## src/design/bfbp_pkg.sv

```systemverilog
`timescale 1ns / 1ps
// Shared constants and types for the best-fit bin packer.
package bfbp_pkg;

	localparam int CAP_W    = 17;
	localparam int SPACE_W  = 17;
	localparam int AGE_W    = 32;
	localparam int BIN_W    = 7;
	localparam int STATUS_W = 2;

	localparam logic [CAP_W-1:0] CAP_RESET = 17'd65536;

	localparam logic [STATUS_W-1:0] ST_PLACED  = 2'd0;
	localparam logic [STATUS_W-1:0] ST_TOO_BIG = 2'd1;
	localparam logic [STATUS_W-1:0] ST_NO_BIN  = 2'd2;

	typedef struct packed {
		logic               found;
		logic [SPACE_W-1:0] space;
		logic [AGE_W-1:0]   age;
	} bfbp_cand_t;

endpackage

```

## src/design/bfbp_cell.sv

```systemverilog
`timescale 1ns / 1ps
// One bin cell: holds a bin's free space and stamp and passes the best candidate on.
module bfbp_cell #(
	parameter int SIZE_BITS = 17,
	parameter int IDX_W     = 6,
	parameter int OPEN_W    = 7,
	parameter int CELL_IDX  = 0
) (
	input  logic                         clk,
	input  logic [SIZE_BITS-1:0]         item_size,
	input  logic [OPEN_W-1:0]            open_cnt,
	input  logic [bfbp_pkg::AGE_W-1:0]   count,
	input  logic                         wr_en,
	input  logic [bfbp_pkg::SPACE_W-1:0] wr_space,
	input  bfbp_pkg::bfbp_cand_t         cand_in,
	input  logic [IDX_W-1:0]             idx_in,
	output bfbp_pkg::bfbp_cand_t         cand_out,
	output logic [IDX_W-1:0]             idx_out
);

	localparam int CMP_W = (SIZE_BITS > bfbp_pkg::SPACE_W) ? SIZE_BITS : bfbp_pkg::SPACE_W;

	logic [bfbp_pkg::SPACE_W-1:0] free_q;
	logic [bfbp_pkg::AGE_W-1:0]   stamp_q;
	bfbp_pkg::bfbp_cand_t         cand_q;
	logic [IDX_W-1:0]             idx_q;

	logic                         is_open;
	logic                         fits;
	logic [bfbp_pkg::AGE_W-1:0]   age;
	logic                         better;

	// A bin reached its space more recently when its age is smaller.
	assign is_open = OPEN_W'(CELL_IDX) < open_cnt;
	assign fits    = is_open && (CMP_W'(free_q) >= CMP_W'(item_size));
	assign age     = count - stamp_q;
	assign better  = fits && (!cand_in.found || (free_q < cand_in.space) ||
		((free_q == cand_in.space) && (age < cand_in.age)));

	always_ff @(posedge clk) begin
		if (wr_en) begin
			free_q  <= wr_space;
			stamp_q <= count;
		end
		if (better) begin
			cand_q.found <= 1'b1;
			cand_q.space <= free_q;
			cand_q.age   <= age;
			idx_q        <= IDX_W'(CELL_IDX);
		end else begin
			cand_q <= cand_in;
			idx_q  <= idx_in;
		end
	end

	assign cand_out = cand_q;
	assign idx_out  = idx_q;

endmodule

```

## config.mk

```make
export PLATFORM = sky130hd
export DESIGN_NAME = bfbp_cell
export DESIGN_NICKNAME = d
export VERILOG_FILES = /design/src/design/bfbp_pkg.sv /design/src/design/bfbp_cell.sv
export SDC_FILE = /design/constraint.sdc
export NUM_CORES = 1
export LEC_CHECK = 0
export ABC_AREA = 1
export BUFFER_PORTS_ARGS = -buffer_cell sky130_fd_sc_hd__buf_2
export CELL_PAD_IN_SITES_DETAIL_PLACEMENT = 2
export CELL_PAD_IN_SITES_GLOBAL_PLACEMENT = 2
export CORE_UTILIZATION = 27
export CTS_BUF_LIST = sky130_fd_sc_hd__clkbuf_16
export CTS_CLUSTER_SIZE = 25
export DETAILED_ROUTE_END_ITERATION = 8
export HOLD_SLACK_MARGIN = 0.08
export MAX_ROUTING_LAYER = met4
export PLACE_DENSITY = 0.77
export SLEW_MARGIN = 0
export SYNTH_ARGS = -nofsm -noshare
export SYNTH_HDL_FRONTEND = slang
export SYNTH_SLANG_ARGS = --single-unit
export TNS_END_PERCENT = 20
```

## constraint.sdc

```tcl
create_clock -name clk -period 3.13 [get_ports clk]
set_clock_uncertainty 0.2 [all_clocks]
set_input_delay 0.1565 -clock clk [delete_from_list [all_inputs] [get_ports clk]]
set_output_delay 0.1565 -clock clk [all_outputs]
set_load 0.01 [all_outputs]
```

# == Word level (Yosys, flattened, before mapping) ==
# Cells that the tools add are included.
# W data, S select, Z words.
# totals
ff_bits,105
ram_bits,0
word_cells,19
latch_bits,0
memories,0
out_inout_bits,56
inputBits,131
rom_bits,0
# classes
shift,0
mux,1
eq_ne,1
add_sub_neg,1
order_cmp,4
mul,0
div_mod_pow,0
bitwise_logic,0
n_reduce_logical,6
# ops
op,n
$mux W49,1
$lt A32 B32 Y1,1
$sub A32 B32 Y32,1
$eq A17 B17 Y1,1
$ge A17 B17 Y1,1
$lt A17 B17 Y1,1
$lt A1 B7 Y1 const A,1
$logic_and A1 B1 Y1,3
$logic_or A1 B1 Y1,2
$logic_not A1 Y1,1

# == Depth between registers and ports, before layout ==
# Gate-level depths: netlist (run 1).
# logic_depth
word_depth,6
ltp_mapped,28
depth_no_buf,27

# == Worst setup path before layout (run 1) ==
# No wires, ideal clock.
# synth_timing
path_type,reg2reg
from,register stamp_q[0] (netlist name)
to,"register cand_q, in the netlist cand_out[16]"
period_less_slack_ps,3124
path_stages_with_launch,25
t_arrival_ps,2812
required_ps,2818
setup_ps,112
setup_slack_ps,6
n_path_buf,2
path_cell_list,edfxtp_1 -> ha_1 -> inv_1 -> fa_1 -> nand3_1 -> nand3_1 -> nand2_1 -> nand2_1 -> nand2_1 -> nand2_1 -> nand2_1 -> nand2_1 -> nand2_1 -> nand2_1 -> ha_1 -> nand2_1 -> or2_2 -> nand4_1 -> nor2_1 -> nand2_1 -> nand2_2 -> buf_6 -> buf_8 -> nand3_1 -> nand2_1
# synth_via
elab_chain_len,6
# synth_rtl
element,line,source
start: declaration,bfbp_cell.sv:24,logic [bfbp_pkg::AGE_W-1:0] stamp_q;
start signal: assignment,bfbp_cell.sv:43,stamp_q <= count;
$sub A32 B32 Y32 *,bfbp_cell.sv:36,assign age = count - stamp_q;
$lt A32 B32 Y1,bfbp_cell.sv:38,((free_q == cand_in.space) && (age < cand_in.age)));
$logic_and A1 B1 Y1,bfbp_cell.sv:38,
$logic_or A1 B1 Y1,bfbp_cell.sv:37,assign better = fits && (!cand_in.found || (free_q < cand_in.space) ||
$logic_and A1 B1 Y1,bfbp_cell.sv:37,
$mux W49 *,bfbp_cell.sv:45,if (better) begin
end signal: assignment,bfbp_cell.sv:51,cand_q <= cand_in;
end: declaration,bfbp_cell.sv:25,bfbp_pkg::bfbp_cand_t cand_q;
# Mark *: on every way between the ends. The rest lies on a longest branch, timed or not.
# A chain may end at the register's enable or synchronous reset.

# == Final worst setup path (run 1) ==
# layout_timing
from,register stamp_q[0] (netlist name)
to,"register cand_q, in the netlist cand_out[21]"
# Same word-level chain as after synthesis.

==> flow_summary.json, run 1 <==
{
  "clk_latency_ns": 0.38,
  "maxSlewViolCount": 0,
  "reg2reg_depth": 24,
  "final_area_um2": 12500,
  "gr-usage-all-layers_pct": 26.9,
  "path_max_fanout": 6,
  "cp.arrival_ns": 4.03,
  "synth_area_leaders": "nand2_1 (19%), edfxtp_1 (19%), ha_1 (16%)",
  "clk_pin_slew_ns": 0.08,
  "p_total_w": 0.00582,
  "wl_per_cell_um": 21.8,
  "syn-cell-area_um2": 7680,
  "instances_no_fill": 1910,
  "fillers": 3171,
  "synth-seq-area-share_pct": 33.8,
  "rr_startpoint": "stamp_q[0]",
  "hold_viol": 0,
  "cts.sinks": 105,
  "yosysTopAreaCell": "nand2_1",
  "clockBufferDepth": 2,
  "status": "finished, violations left",
  "grt_max_degree": 50,
  "startpoint_type": "flop",
  "place_congestion": 0.801,
  "leakage_nw": 6.73,
  "hpwl_um": 24300,
  "rows": 61,
  "violations": "negative setup slack",
  "cp.required_ns": 3.23,
  "end_kind": "flop",
  "start_util_pct": 27.6,
  "drt_pre_antenna_iters": 5,
  "setup_viol": 56,
  "multi_input_area_um2": 5010,
  "cts-buffers-inserted": 9,
  "tightest_slew_ns": 0.712,
  "hp-class": "primary input to flop",
  "slew_headroom_pct": 52.5,
  "tritoncts": "built",
  "irDropWorstVdd_mv": 0.289,
  "grt_pass1_vias": 10510,
  "synth_edf_count": 49,
  "crit_type": "flop to flop",
  "placed_area_um2": 9890,
  "syn_inst": 1098,
  "yosys-top-cells-count": "nand2_1 (396), inv_1 (224), ha_1 (96)",
  "ys.flop_type": "dfxtp_1",
  "port_buffers": 186,
  "areaGrowthSynthToFinish_pct": 62.6,
  "hold_depth": 6,
  "ant_nets": 0,
  "die_x_um": 171,
  "place_ws_ns": -0.645,
  "rsz0062_at_grt": "true",
  "drc": 0,
  "ys_ff_latch": 105,
  "regArea_um2": 2590,
  "drt_wl_total_um": 41700,
  "clock-root-buffer": "clkbuf_16",
  "io_pins": 187,
  "synth_top_area_share_pct": 19.4,
  "overflow": 0,
  "ys_warn_count": 0,
  "grt_pass1_wl_um": 57400,
  "fin_crit_sh_pct": 126,
  "die_area_um2": 29100,
  "power.density_nw_per_um2": 466,
  "yosysUniqueCellTypes": 32,
  "fmax_mhz": 254,
  "antenna_found_initial": 1,
  "yosysMostFrequentCell": "nand2_1",
  "drt_iter0_drc": 371,
  "syn-mean-instance-area_um2": 6.99,
  "dp.cells": 1765,
  "layout-drive-gt1-share_pct": 35.4,
  "holdWs_ns": 0.175,
  "drv_cap": 0,
  "vias": 9231,
  "min_period_ns": 3.93,
  "via_per_inst": 4.83,
  "worst_slack_ns": -0.801,
  "core_um2": 27900,
  "synth_fp_nets": 1326,
  "hp-start": "count[0]",
  "startpoint": "stamp_q[0]",
  "fin_nets": 1754,
  "synthArstFlopShare_pct": 0,
  "die_h_um": 171,
  "ctsHtreeMaxLevel": 3
}
-- cells by family (layout without fill, tap and decap cells) --
group,after synthesis,after routing,share of synthesized area (%)
and+or+nand+nor,572,572,30.9
buffers and inverters,244,677,12.9
DFF,105,105,33.8
adders and majority gates,97,97,15.9
AOI/OAI and AO/OA,64,64,4.63
xor gates and xnor gates,16,16,1.83
other,0,1,0
-- report_power, final --
part | internal (W) | switching (W) | total (W) | leakage (nW)
Combinational | 0.00127 | 0.00164 | 0.00291 | 5.64
Sequential | 0.00163 | 0.0000953 | 0.00173 | 0.951
Clock | 0.000557 | 0.000619 | 0.00118 | 0.145
-- metal layers --
layer  vias up  share of wire [%]  track usage (%)
li1       4265                  -                -
met1      4585                 40             28.5
met2       278                 52             50.0
met3       103                4.3             4.00
met4         0                4.0             10.3
met5         -                  0                -
-- final cells by class --
class	count	area share, %
Clock inverter	7	0.511
Timing Repair Buffer	434	26.2
Clock buffer	9	1.80
Multi-Input combinational cell	749	40.1
Tap cell	378	3.79
Sequential cell	105	20.8
Antenna cell	1	0.0201
Inverter	227	6.83
-- worst max-delay path, cell delays in order, from the launching register on --
cell and delay, ns:
edfxtp_1 0.39, ha_2 0.20, inv_2 0.06, fa_2 0.39, nand3_2 0.11, nand3_4 0.13
nand2_2 0.12, nand2_2 0.07, nand2_2 0.12, nand2_4 0.09, buf_6 0.14, xor2_4 0.16
ha_4 0.28, nand4_1 0.18, nor2_1 0.21, nand2_1 0.08, nand2_1 0.11, nand2_1 0.07
nand2_1 0.09, nand2_2 0.10, nand2_4 0.12, buf_12 0.16, buf_16 0.14, nand2_2 0.07
nand2_1 0.08
-- stage by stage --
step / util (%) / setup TNS [ns]
after floorplan: - / 0
after global placement: 35.5 / -22.25
after detailed placement: 35.5 / -32.00
after CTS: 43.2 / -19.00
after global routing: 44.8 / -54.05
final: 44.8 / -42.18
-- flip-flops by register name, indices dropped and copies added (netlist names) --
register,cells
cand_out,50
stamp_q,32
free_q,17
idx_out,6
-- final timing paths --
check | to | slack (ns)
min reg2reg | cand_out[32] | 0.33
min | cand_out[0] | 0.18
max | cand_out[21] | -0.80
max reg2reg | cand_out[21] | -0.80
-- cells in the final DEF (no fill, tap or decap), drive strengths merged --
cell type      n
buf          326
nand3         80
o21a           2
nand4         18
diode          1
xor2          16
dlygate4sd3  105
fa             1
a21oi         43
and3           2
dfxtp         56
nor3           8
nor4           2
or2            1
and2           1
nand2        398
ha            96
o21ai          7
bufbuf         1
nand3b         2
a21o           5
inv          229
a21boi         6
clkinv         5
o21bai         1
clkbuf        11
nor2          60
edfxtp        49
-- what timing repair did --
action                                  in CTS  in global routing
resized for setup                          127                 94
hold buffers                               105                  0
pin swaps                                   11                 27
buffers inserted                            16                  2
gates cloned                                 3                  2
endpoints found under the hold margin      105                  0
endpoints found under the setup margin      56                 56
Power figures use the tool's default switching activity.
==> inputs of run 2 (changes only) <==
--- a/config.mk
+++ b/config.mk
@@ -11,11 +11,12 @@
 export CELL_PAD_IN_SITES_GLOBAL_PLACEMENT = 2
 export CORE_UTILIZATION = 27
 export CTS_BUF_LIST = sky130_fd_sc_hd__clkbuf_16
+export CTS_CLUSTER_DIAMETER = 60
 export CTS_CLUSTER_SIZE = 25
 export DETAILED_ROUTE_END_ITERATION = 8
 export HOLD_SLACK_MARGIN = 0.08
 export MAX_ROUTING_LAYER = met4
-export PLACE_DENSITY = 0.77
+export PLACE_DENSITY_LB_ADDON = 0.08
 export SLEW_MARGIN = 0
 export SYNTH_ARGS = -nofsm -noshare
 export SYNTH_HDL_FRONTEND = slang
==> constraint.sdc (replaced) <==
create_clock -name clk -period 3.13 [get_ports clk]
set_clock_uncertainty 0.2 [all_clocks]
set_input_delay 0.313 -clock clk [delete_from_list [all_inputs] [get_ports clk]]
set_output_delay 0.313 -clock clk [all_outputs]
set_load 0.01 [all_outputs]
==> run 2 against run 1 <==
Against the previous run:
- the run still ends with negative setup slack left
- clock power barely moved
- sequential cell count did not move
- via count fell by 5.9%
- non-clock buffer count fell by 6
- clock-buffer cell count did not move
- worst hold slack improved by 0.10 ns
- sequential power barely moved
- critical path depth rose by 1
- core utilization fell by 0.64 points
- design area fell by 1.4%
- global-route usage fell by 3.0 points
- die area did not move
- critical endpoint is now cand_out[4]
- highest routed layer unchanged
==> flow_summary.json, run 2 (synthesis gave the netlist of run 1 again) <==
{
  "vias": 8683,
  "wl_per_cell_um": 17.8,
  "clk_pin_slew_ns": 0.09,
  "place_congestion": 0.801,
  "startpoint_type": "flop",
  "overflow": 0,
  "fin_crit_sh_pct": 113,
  "grt_pass1_wl_um": 51200,
  "place_ws_ns": -0.627,
  "maxSlewViolCount": 0,
  "grt_max_degree": 42,
  "rows": 61,
  "die_area_um2": 29100,
  "violations": "negative setup slack",
  "worst_slack_ns": -0.393,
  "fin_util_pct": 44.2,
  "fmax_mhz": 284,
  "irDropWorstVdd_mv": 0.248,
  "clk_latency_ns": 0.38,
  "hp-class": "primary input to flop",
  "drt_iter0_drc": 246,
  "gr-usage-all-layers_pct": 23.9,
  "die_x_um": 171,
  "final_area_um2": 12300,
  "layout-drive-gt1-share_pct": 33.8,
  "cts.sinks": 105,
  "io_pins": 187,
  "tightest_slew_ns": 0.714,
  "areaGrowthSynthToFinish_pct": 60.3,
  "cp.arrival_ns": 3.59,
  "path_max_fanout": 19,
  "clockBufferDepth": 2,
  "grt_pass1_vias": 9752,
  "largest_reg_flops": 50,
  "hpwl_um": 23600,
  "antenna_found_initial": 1,
  "drv_cap": 0,
  "slew_headroom_pct": 52.4,
  "fillers": 3219,
  "final_common_cell": "nand2_1",
  "drt_pre_antenna_iters": 4,
  "tritoncts": "built",
  "cts-buffers-inserted": 9,
  "min_period_ns": 3.52,
  "tns_ns": -19.43,
  "end_kind": "flop",
  "crit_type": "flop to flop",
  "fin_nets": 1748,
  "port_buffers": 186,
  "core_um2": 27900,
  "rsz0062_at_grt": "true",
  "hold_depth": 6,
  "die_h_um": 171,
  "start_util_pct": 27.6,
  "placed_area_um2": 9930,
  "ant_nets": 0,
  "reg2reg_depth": 25,
  "layout_common_cells": "nand2_1 (315), inv_1 (217), buf_2 (186), buf_4 (121), dlygate4sd3_1 (105)",
  "leakage_nw": 6.65,
  "ctsHtreeMaxLevel": 3,
  "clock-root-buffer": "clkbuf_16",
  "cp.required_ns": 3.20,
  "drt_wl_total_um": 33800,
  "hold_viol": 0,
  "via_per_inst": 4.56,
  "setup_viol": 56,
  "drc": 0,
  "status": "finished, violations left",
  "power.density_nw_per_um2": 447
}
==> run 2: layout make-up <==
class	instances	area (um2)	share of cell area, %
well taps	378	473	3.84
diodes	1	2.50	0.0203
flip-flops and latches	105	2590	21.1
clock inverters	7	58.8	0.478
inverters	227	852	6.93
multi-input cells	749	4920	40.0
clock buffers	9	225	1.83
repair buffers	428	3180	25.8
==> run 2: where the power goes <==
part	switching [W]	leakage (nW)	internal (W)
Clock	0.000629	0.141	0.000559
Sequential	0.0000692	0.951	0.00163
Combinational	0.00142	5.56	0.00118
==> run 2: worst max-delay path, stage by stage (launching register included) <==
cell and delay [ns]:
edfxtp_1 0.37, inv_1 0.10, ha_4 0.21, buf_6 0.13, nand2_4 0.08, nand2_1 0.08, nand2_1 0.09, nand2_1 0.07
nand2_1 0.08, nand3b_1 0.18, buf_4 0.20, xor2_2 0.18, ha_1 0.31, nand2_2 0.07, inv_2 0.04, o21ai_2 0.04
a21oi_1 0.07, nor2_1 0.10, nand2_1 0.09, nand2_1 0.09, nand2_2 0.07, nand2_4 0.12, nand2_8 0.10, buf_12 0.18
nand2_1 0.07, nand2_1 0.07
==> run 2: through the flow <==
stage / std cells / hold slack (ns) / total power, W
after floorplan: 1098 / 0.206 / 0.00278
after global placement: 1768 / 0.290 / 0.00375
after detailed placement: 1768 / 0.294 / 0.00382
after CTS: 1899 / 0.271 / 0.00535
after global routing: 1904 / 0.296 / 0.00586
final: 1904 / 0.276 / 0.00550
==> run 2: worst paths after layout <==
check / startpoint / end / slack, ns
worst max-delay path: stamp_q[3] / cand_out[4] / -0.39
worst min-delay path: count[0] / cand_out[0] / 0.28
worst max register to register: stamp_q[3] / cand_out[4] / -0.39
worst min register to register: free_q[0] / cand_out[32] / 0.33
==> run 2: per-layer routing <==
layer  track usage, %  share of wire [%]  vias up
met5                -                  0        -
met4             5.84                1.6        0
met3             3.77                4.0       36
met2             45.1                 54      166
met1             25.8                 40     4219
li1                 -                  -     4262
==> run 2: what timing repair did <==
action | CTS | global route
endpoints found under the setup margin | 56 | 56
pin swaps | 13 | 27
buffers inserted | 8 | 3
resized for setup | 118 | 83
hold buffers | 105 | 0
endpoints found under the hold margin | 105 | 0
gates cloned | 3 | 1
